### src/sv/kfhp_pkg.sv
`default_nettype none

package kfhp_pkg;

    localparam int BYTE_W      = 8;
    localparam int CFG_FIELD_W = 8;
    localparam int PART_W      = 16;
    localparam int HASH_W      = 32;
    localparam int CFG_DATA_W  = 64;
    localparam int CFG_IDX_W   = 3;
    localparam int DIV_STEPS   = 31;
    localparam int DIV_CNT_W   = 5;

    localparam logic [HASH_W-1:0] HASH_INIT    = 32'd1;
    localparam logic [CFG_DATA_W-1:0] SEP_MASK0_RST = 64'd512;

    localparam logic [CFG_IDX_W-1:0] CFG_KEY_FIELDS  = 3'd0;
    localparam logic [CFG_IDX_W-1:0] CFG_PART_FIELDS = 3'd1;
    localparam logic [CFG_IDX_W-1:0] CFG_PART_COUNT  = 3'd2;
    localparam logic [CFG_IDX_W-1:0] CFG_SEP_MASK_0  = 3'd3;
    localparam logic [CFG_IDX_W-1:0] CFG_SEP_MASK_1  = 3'd4;
    localparam logic [CFG_IDX_W-1:0] CFG_SEP_MASK_2  = 3'd5;
    localparam logic [CFG_IDX_W-1:0] CFG_SEP_MASK_3  = 3'd6;

    typedef struct packed {
        logic [BYTE_W-1:0] byte_in;
        logic              line_end;
    } in_item_t;

    typedef struct packed {
        logic [BYTE_W-1:0] byte_out;
        logic              in_key;
        logic              is_last;
        logic [PART_W-1:0] partition;
    } out_item_t;

    typedef enum logic [0:0] {
        ST_RUN,
        ST_DIV
    } ctrl_state_t;

    typedef struct packed {
        logic take;
        logic div_step;
        logic finish;
    } dp_cmd_t;

    typedef struct packed {
        logic item_last;
        logic div_done;
    } dp_status_t;

endpackage

`default_nettype wire

### src/sv/kfhp_datapath.sv
`default_nettype none

module kfhp_datapath #(
    parameter int FIELD_COUNT_BITS = 8
) (
    input  wire logic                                clk,
    input  wire logic                                rst_n,
    input  wire logic                                cfg_we,
    input  wire logic [kfhp_pkg::CFG_IDX_W-1:0]      cfg_index,
    input  wire logic [kfhp_pkg::CFG_DATA_W-1:0]     cfg_data,
    input  wire kfhp_pkg::in_item_t                  in_item,
    input  wire kfhp_pkg::dp_cmd_t                   cmd,
    output kfhp_pkg::dp_status_t                     status,
    output kfhp_pkg::out_item_t                      out_item
);
    import kfhp_pkg::*;

    localparam int LIM_W = (FIELD_COUNT_BITS > CFG_FIELD_W) ? FIELD_COUNT_BITS : CFG_FIELD_W;
    localparam logic [LIM_W-1:0] CNT_MAX = LIM_W'((1 << FIELD_COUNT_BITS) - 1);
    localparam logic [FIELD_COUNT_BITS-1:0] CNT_ONE = FIELD_COUNT_BITS'(1);

    // configuration
    logic [CFG_FIELD_W-1:0]  key_fc_reg;
    logic [CFG_FIELD_W-1:0]  part_fc_reg;
    logic [PART_W-1:0]       part_cnt_reg;
    logic [4*CFG_DATA_W-1:0] sep_mask_reg;

    // per-line state
    logic [HASH_W-1:0]           hash_reg, hash_next;
    logic [FIELD_COUNT_BITS-1:0] key_seen_reg, key_seen_next;
    logic [FIELD_COUNT_BITS-1:0] part_seen_reg, part_seen_next;
    logic                        nonempty_reg, nonempty_next;

    // remainder unit
    logic [HASH_W-2:0]    dvd_reg;
    logic [PART_W-1:0]    div_reg;
    logic [PART_W:0]      rem_reg;
    logic [DIV_CNT_W-1:0] cnt_reg;
    logic                 part_ok_reg;
    logic [PART_W:0]      rem_shift;
    logic [PART_W:0]      rem_sub;

    out_item_t out_reg;

    logic [FIELD_COUNT_BITS-1:0] key_lim, part_lim;
    logic                        sep, key_member, part_member;
    logic [HASH_W-1:0]           hash_upd;

    function automatic logic [FIELD_COUNT_BITS-1:0] eff_limit(input logic [CFG_FIELD_W-1:0] r);
        logic [LIM_W-1:0] v;
        v = LIM_W'(r);
        if (v == '0)
            v = LIM_W'(1);
        else if (v > CNT_MAX)
            v = CNT_MAX;
        return v[FIELD_COUNT_BITS-1:0];
    endfunction

    always_ff @(posedge clk or negedge rst_n)
    begin
        if (!rst_n)
        begin
            key_fc_reg   <= CFG_FIELD_W'(1);
            part_fc_reg  <= CFG_FIELD_W'(1);
            part_cnt_reg <= PART_W'(1);
            sep_mask_reg <= {{(3*CFG_DATA_W){1'b0}}, SEP_MASK0_RST};
        end
        else if (cfg_we)
        begin
            unique case (cfg_index)
                CFG_KEY_FIELDS:  key_fc_reg   <= cfg_data[CFG_FIELD_W-1:0];
                CFG_PART_FIELDS: part_fc_reg  <= cfg_data[CFG_FIELD_W-1:0];
                CFG_PART_COUNT:  part_cnt_reg <= cfg_data[PART_W-1:0];
                CFG_SEP_MASK_0:  sep_mask_reg[0*CFG_DATA_W +: CFG_DATA_W] <= cfg_data;
                CFG_SEP_MASK_1:  sep_mask_reg[1*CFG_DATA_W +: CFG_DATA_W] <= cfg_data;
                CFG_SEP_MASK_2:  sep_mask_reg[2*CFG_DATA_W +: CFG_DATA_W] <= cfg_data;
                CFG_SEP_MASK_3:  sep_mask_reg[3*CFG_DATA_W +: CFG_DATA_W] <= cfg_data;
                default: ;
            endcase
        end
    end

    always_comb
    begin
        key_lim  = eff_limit(key_fc_reg);
        part_lim = eff_limit(part_fc_reg);
        sep      = sep_mask_reg[in_item.byte_in];

        key_member    = (key_seen_reg < key_lim) &&
                        (!sep || !((key_seen_reg + CNT_ONE == key_lim) || in_item.line_end));
        key_seen_next = key_seen_reg;
        if ((key_seen_reg < key_lim) && sep)
            key_seen_next = key_seen_reg + CNT_ONE;

        part_member    = (part_seen_reg < part_lim) &&
                         (!sep || !((part_seen_reg + CNT_ONE == part_lim) || in_item.line_end));
        part_seen_next = part_seen_reg;
        if ((part_seen_reg < part_lim) && sep)
            part_seen_next = part_seen_reg + CNT_ONE;

        // h*31 + signed byte
        hash_upd  = (hash_reg << 5) - hash_reg + {{(HASH_W-BYTE_W){in_item.byte_in[BYTE_W-1]}},
                                                  in_item.byte_in};
        hash_next     = part_member ? hash_upd : hash_reg;
        nonempty_next = nonempty_reg | part_member;

        rem_shift = {rem_reg[PART_W-1:0], dvd_reg[HASH_W-2]};
        rem_sub   = rem_shift - {1'b0, div_reg};
    end

    always_ff @(posedge clk or negedge rst_n)
    begin
        if (!rst_n)
        begin
            hash_reg      <= HASH_INIT;
            key_seen_reg  <= '0;
            part_seen_reg <= '0;
            nonempty_reg  <= 1'b0;
        end
        else if (cmd.take)
        begin
            if (in_item.line_end)
            begin
                hash_reg      <= HASH_INIT;
                key_seen_reg  <= '0;
                part_seen_reg <= '0;
                nonempty_reg  <= 1'b0;
            end
            else
            begin
                hash_reg      <= hash_next;
                key_seen_reg  <= key_seen_next;
                part_seen_reg <= part_seen_next;
                nonempty_reg  <= nonempty_next;
            end
        end
    end

    always_ff @(posedge clk)
    begin
        if (cmd.take)
        begin
            out_reg.byte_out  <= in_item.byte_in;
            out_reg.in_key    <= key_member;
            out_reg.is_last   <= in_item.line_end;
            out_reg.partition <= '0;
            dvd_reg           <= hash_next[HASH_W-2:0];
            div_reg           <= part_cnt_reg;
            rem_reg           <= '0;
            cnt_reg           <= '0;
            part_ok_reg       <= nonempty_next && (part_cnt_reg != '0);
        end
        else if (cmd.div_step)
        begin
            dvd_reg <= {dvd_reg[HASH_W-3:0], 1'b0};
            rem_reg <= (rem_shift >= {1'b0, div_reg}) ? rem_sub : rem_shift;
            cnt_reg <= cnt_reg + DIV_CNT_W'(1);
        end
        else if (cmd.finish)
        begin
            out_reg.partition <= part_ok_reg ? rem_reg[PART_W-1:0] : '0;
        end
    end

    always_comb
    begin
        status.item_last = in_item.line_end;
        status.div_done  = (cnt_reg == DIV_CNT_W'(DIV_STEPS));
        out_item         = out_reg;
    end

endmodule

`default_nettype wire

### src/sv/kfhp_ctrl.sv
`default_nettype none

module kfhp_ctrl (
    input  wire logic                 clk,
    input  wire logic                 rst_n,
    input  wire logic                 in_valid,
    output logic                      in_stall,
    output logic                      out_valid,
    input  wire logic                 out_stall,
    input  wire kfhp_pkg::dp_status_t status,
    output kfhp_pkg::dp_cmd_t         cmd
);
    import kfhp_pkg::*;

    ctrl_state_t state_reg, state_next;
    logic        out_valid_reg, out_valid_next;
    logic        accept;

    always_ff @(posedge clk or negedge rst_n)
    begin
        if (!rst_n)
        begin
            state_reg     <= ST_RUN;
            out_valid_reg <= 1'b0;
        end
        else
        begin
            state_reg     <= state_next;
            out_valid_reg <= out_valid_next;
        end
    end

    always_comb
    begin
        state_next     = state_reg;
        out_valid_next = out_valid_reg & out_stall;
        cmd            = '0;
        in_stall       = 1'b1;
        accept         = 1'b0;
        unique case (state_reg)
            ST_RUN:
            begin
                in_stall = out_valid_reg & out_stall;
                accept   = in_valid & ~in_stall;
                cmd.take = accept;
                if (accept)
                begin
                    if (status.item_last)
                        state_next = ST_DIV;
                    else
                        out_valid_next = 1'b1;
                end
            end
            ST_DIV:
            begin
                if (status.div_done)
                begin
                    cmd.finish     = 1'b1;
                    out_valid_next = 1'b1;
                    state_next     = ST_RUN;
                end
                else
                begin
                    cmd.div_step = 1'b1;
                end
            end
            default:
            begin
                state_next = ST_RUN;
            end
        endcase
        out_valid = out_valid_reg;
    end

    a_div_blocks_input: assert property (@(posedge clk) disable iff (!rst_n)
        (state_reg == ST_DIV) |-> in_stall)
        else $error("input taken during remainder");

    a_div_no_output: assert property (@(posedge clk) disable iff (!rst_n)
        (state_reg == ST_DIV) |-> !out_valid_reg)
        else $error("output valid during remainder");

    a_last_starts_div: assert property (@(posedge clk) disable iff (!rst_n)
        (accept && status.item_last) |=> (state_reg == ST_DIV))
        else $error("last item did not start remainder");

    a_finish_gives_item: assert property (@(posedge clk) disable iff (!rst_n)
        cmd.finish |=> out_valid_reg)
        else $error("finished line without result");

endmodule

`default_nettype wire

### src/sv/key_field_hash_partitioner.sv
// A byte without line_end gives its item in the cycle after it is accepted.
// A byte with line_end first loads a one-bit-per-cycle remainder unit, which runs 31
// steps and then writes the partition; its item appears after that, input stalled meanwhile.
// Throughput: one byte per cycle inside a line while the output is not stalled.
// Reset (rst_n low, asynchronous): registers to their defaults, line state cleared,
// output empty.
`default_nettype none

module key_field_hash_partitioner #(
    parameter int FIELD_COUNT_BITS = 8
) (
    input  wire logic                            clk,
    input  wire logic                            rst_n,
    input  wire logic                            in_valid,
    output logic                                 in_stall,
    input  wire kfhp_pkg::in_item_t              in_item,
    output logic                                 out_valid,
    input  wire logic                            out_stall,
    output kfhp_pkg::out_item_t                  out_item,
    input  wire logic                            cfg_we,
    input  wire logic [kfhp_pkg::CFG_IDX_W-1:0]  cfg_index,
    input  wire logic [kfhp_pkg::CFG_DATA_W-1:0] cfg_data
);
    import kfhp_pkg::*;

    dp_cmd_t    cmd;
    dp_status_t status;

    kfhp_ctrl u_ctrl (
        .clk       (clk),
        .rst_n     (rst_n),
        .in_valid  (in_valid),
        .in_stall  (in_stall),
        .out_valid (out_valid),
        .out_stall (out_stall),
        .status    (status),
        .cmd       (cmd)
    );

    kfhp_datapath #(
        .FIELD_COUNT_BITS (FIELD_COUNT_BITS)
    ) u_datapath (
        .clk       (clk),
        .rst_n     (rst_n),
        .cfg_we    (cfg_we),
        .cfg_index (cfg_index),
        .cfg_data  (cfg_data),
        .in_item   (in_item),
        .cmd       (cmd),
        .status    (status),
        .out_item  (out_item)
    );

endmodule

`default_nettype wire
### config.mk
export PLATFORM = sky130hd
export DESIGN_NAME = key_field_hash_partitioner
export DESIGN_NICKNAME = d
export VERILOG_FILES = /design/src/sv/kfhp_pkg.sv /design/src/sv/kfhp_datapath.sv /design/src/sv/kfhp_ctrl.sv /design/src/sv/key_field_hash_partitioner.sv
export SDC_FILE = /design/constraint.sdc
export NUM_CORES = 1
export LEC_CHECK = 0
export ABC_AREA = 1
export BUFFER_PORTS_ARGS = -buffer_cell sky130_fd_sc_hd__buf_2
export CAP_MARGIN = 20
export CORE_MARGIN = 2
export CORE_UTILIZATION = 53
export CTS_CLUSTER_SIZE = 16
export DETAILED_ROUTE_END_ITERATION = 6
export PLACE_DENSITY_LB_ADDON = 0.2
export SETUP_SLACK_MARGIN = 0.02
export SYNTH_ARGS = -nofsm -noshare
export SYNTH_HDL_FRONTEND = slang
export SYNTH_SLANG_ARGS = --single-unit
### constraint.sdc
create_clock -name clk -period 3.1 [get_ports clk]
set_clock_uncertainty 0.15 [all_clocks]
set_input_delay 0.465 -clock clk [delete_from_list [all_inputs] [get_ports clk]]
set_output_delay 0.465 -clock clk [all_outputs]
set_load 0.1 [all_outputs]
==> flow_summary.ini <==
[worst_setup_path]
max_stage_delay_ps = 550
critPathArrivalTime_ps = 3230
path_cells = inv_1 -> fa_1 -> inv_1 -> ha_4 -> nand2_1 -> inv_1 -> nand3_1 -> nor3_1 -> nand4_1 -> nand3_1 -> xnor2_1 -> nand3_1 -> nand2_2 -> nand2_1 -> nand2_1
critPathLaunch = u_datapath.hash_reg[21]$_DFFE_PN0P_
slowest_stage = fa_1
cp_data_required_time_ps = 3280
reg2reg_from = u_datapath.hash_reg[21]$_DFFE_PN0P_
end_kind = flip-flop
path_class = reg -> reg
critPathMaxFanout = 4
cp-start-kind = flip-flop

[detailed_routing]
drtIter0Drc = 1575
ant_nets = 0
routed_wl_um = 60880
vias_per_cell = 5.487
vias = 20200
drc = 0
wl_per_cell_um = 16.54
first_pass_iters = 6

[final_layout]
mostFrequentLayoutCell = nand2_1
diodes = 0
largest_register_ffs = 256
multiInputGateArea_mm2 = 0.01106
mostFrequentLayoutCells = nand2_1 (873), nand3_1 (348), o21ai_0 (342), dfrtp_1 (330), inv_1 (259)
final_util_pct = 64.07
nFillCells = 3649
syn_to_final_growth_pct = 20.05
nNetsFinal = 3237
drive_gt1_share_pct = 16.38
seqCellArea_mm2 = 0.01095

[placed_design]
placement.setup.worst_slack_ps = -326.0
gp_congestion = 0.8610
port_buffers = 108
dp_hpwl_um = 41590

[global_routing]
antenna_found_initial = 0
overflow = 0
grt_max_degree = 129
grt_pass1_wl_um = 98330
grtUsageTotal_pct = 27.19
grt_pass1_vias = 19450

[die]
initial_core_util_pct = 53.37
core_area_mm2 = 0.04289
die_h_um = 211.8
die_w_um = 211.8
dieArea_mm2 = 0.04486
row_count = 76
pin_count = 109

[job]
maxCapViolCount = 0

[power_and_ir_drop]
power.density_mw_per_mm2 = 987.2
clock_power_share_pct = 19.8
sw_frac_of_total_pct = 39.85
p_int_uw = 16320
netSwitchingPower_uw = 10810
p_seq_share_pct = 30.0
p_leak_uw = 0.01340
ir_drop_mv = 0.5716
pwr-share-comb_pct = 50.2

[synth]
ys_async_sr_fraction_pct = 78.06
syn-num-nets = 3067
ys_seq_area_share_pct = 47.83
synthCells = 2889
synth_ff_type = dfrtp_1
synth_edf_count = 58
ys_types = 48
yosysWarnings = 0
syn-cell-area_mm2 = 0.02289
ys_seq_elements = 433
postSynthAreaPerCell_um2 = 7.923

[timing]
final_max_slew_viol_count = 0
rsz0062_at_grt = true
layout_setup_ws_ps = 50.97
post-route-min-period_ps = 3049
max_freq_ghz = 0.3280
setup_viol = 0
tns_ps = 0
finalCritPeriodShare_pct = 98.36
final_hold_viol_count = 0
tightest_slew_ps = 809.2
max-slew-margin-rel_pct = 45.93

[hold_path]
hold_path.class = in -> reg
hold_path.startpoint = cfg_data[24]

[status]
status = finished, final reports clean

[clock_network]
cts.reportedPaths.clkPinSlew_ps = 60
cts-root-buf = clkbuf_16
htree_num_levels = 2
cts.path.max_buffers = 3
cts_tree = yes
cts.sinks = 433
cts_made_buffers = 46
clock_latency_ps = 600
==> what timing repair did <==
action	in CTS	in global routing
pin swaps	3	45
cloned	1	5
endpoints found under the hold margin	69	0
resized for setup	10	97
buffers inserted	1	16
hold buffers	3	0
setup endpoints to repair	31	69
==> critical path: cells and delay by family (launching register included) <==
| kind | cells | cell delay, ps |
|---|---|---|
| XOR/XNOR | 1 | 80 |
| adder cells (fa/ha/maj) | 2 | 810 |
| buffers and inverters | 3 | 280 |
| flip-flops | 1 | 470 |
| AND/OR/NAND/NOR | 9 | 1010 |
==> power by group through the flow <==
stage	registers, uW	logic [uW]	clock network [uW]
finish	8140	13600	5370
global route	8280	15200	5700
CTS	8110	12700	5460
detailed placement	8190	12500	0
global placement	8140	12200	0
floorplan	8210	8370	0
==> logic make-up (layout without fill, tap and decap cells) <==
family | after synthesis | in the layout | synth area share [%]
DFF | 433 | 433 | 47.83
xor gates and xnor gates | 51 | 51 | 1.952
and+or+nand+nor | 1385 | 1386 | 25.18
adders and majority gates | 97 | 97 | 6.188
buffers and inverters | 427 | 633 | 7.511
AOI/OAI and AO/OA | 496 | 496 | 11.34
==> per-layer routing <==
| metal | global-route usage [%] | vias up | wire, um |
|---|---|---|---|
| li1 | - | 9775 | - |
| met1 | 36.28 | 9691 | 26480 |
| met2 | 45.56 | 600 | 29330 |
| met3 | 3.486 | 131 | 3168 |
| met4 | 10.05 | 0 | 1907 |
| met5 | 0 | - | 0 |
==> through the flow <==
step	instances	hold WS (ps)	instance area (um2)	total power (uW)
after global placement	3571	301.3	25280	20360
after floorplan	2889	19.41	23270	16570
after detailed placement	3571	304.1	25280	20660
final	3681	32.77	27480	27130
after CTS	3661	12.42	26880	26270
after global routing	3681	30.27	27480	29140
==> cell usage after synthesis (2+ instances only) <==
library cell	count	area share [%]
a22oi_1	2	0.066
a31oi_1	4	0.11
o21ai_0	352	7.7
edfxtp_1	58	7.6
a211oi_1	2	0.066
fa_1	27	2.4
o221ai_1	2	0.077
a21oi_1	93	2.0
o21a_1	4	0.13
nand2_4	2	0.098
dfrtp_1	333	36
nand3_1	361	7.9
xor2_1	33	1.3
nand2_1	915	15
dfstp_2	5	0.57
o2111ai_1	2	0.077
buf_4	15	0.49
buf_6	3	0.15
o21bai_1	4	0.13
or2_2	7	0.19
a41o_1	2	0.087
nor2_1	63	1.0
ha_1	70	3.8
a21o_1	5	0.16
xnor2_1	18	0.69
nor3_1	11	0.24
inv_1	273	4.5
o21ai_1	11	0.24
nor4_1	8	0.22
dfxtp_1	37	3.2
buf_2	29	0.63
o211ai_1	7	0.23
nand4_1	13	0.36
clkbuf_1	94	1.5
inv_2	3	0.049
buf_1	8	0.13
nor2_2	2	0.055
==> cell type report <==
class	count	share of cell area, %
flip-flops and latches	433	39.85
multi-input cells	2030	40.24
inverters	277	3.807
clock buffers	71	4.863
well taps	585	2.664
clock inverters	14	0.5237
repair buffers	271	8.046
==> worst paths after layout <==
| kind | to | slack, ps | depth (start not counted) |
|---|---|---|---|
| worst max-delay path | u_datapath.dvd_reg[30]$_DFFE_PP_ | 50 | 15 |
| worst min-delay path | u_datapath.sep_mask_reg[152]$_DFFE_PN0P_ | 30 | 3 |
| worst max register to register | u_datapath.dvd_reg[30]$_DFFE_PP_ | 50 | 15 |
| worst min register to register | u_datapath.out_item[15]$_SDFFE_PP0P_ | 310 | 2 |
| max in group asynchronous | u_datapath.sep_mask_reg[92]$_DFFE_PN0P_ | 1550 | 3 |
| min in group asynchronous | u_datapath.part_cnt_reg[8]$_DFFE_PN0P_ | 330 | 2 |
Power figures use the tool's default switching activity.
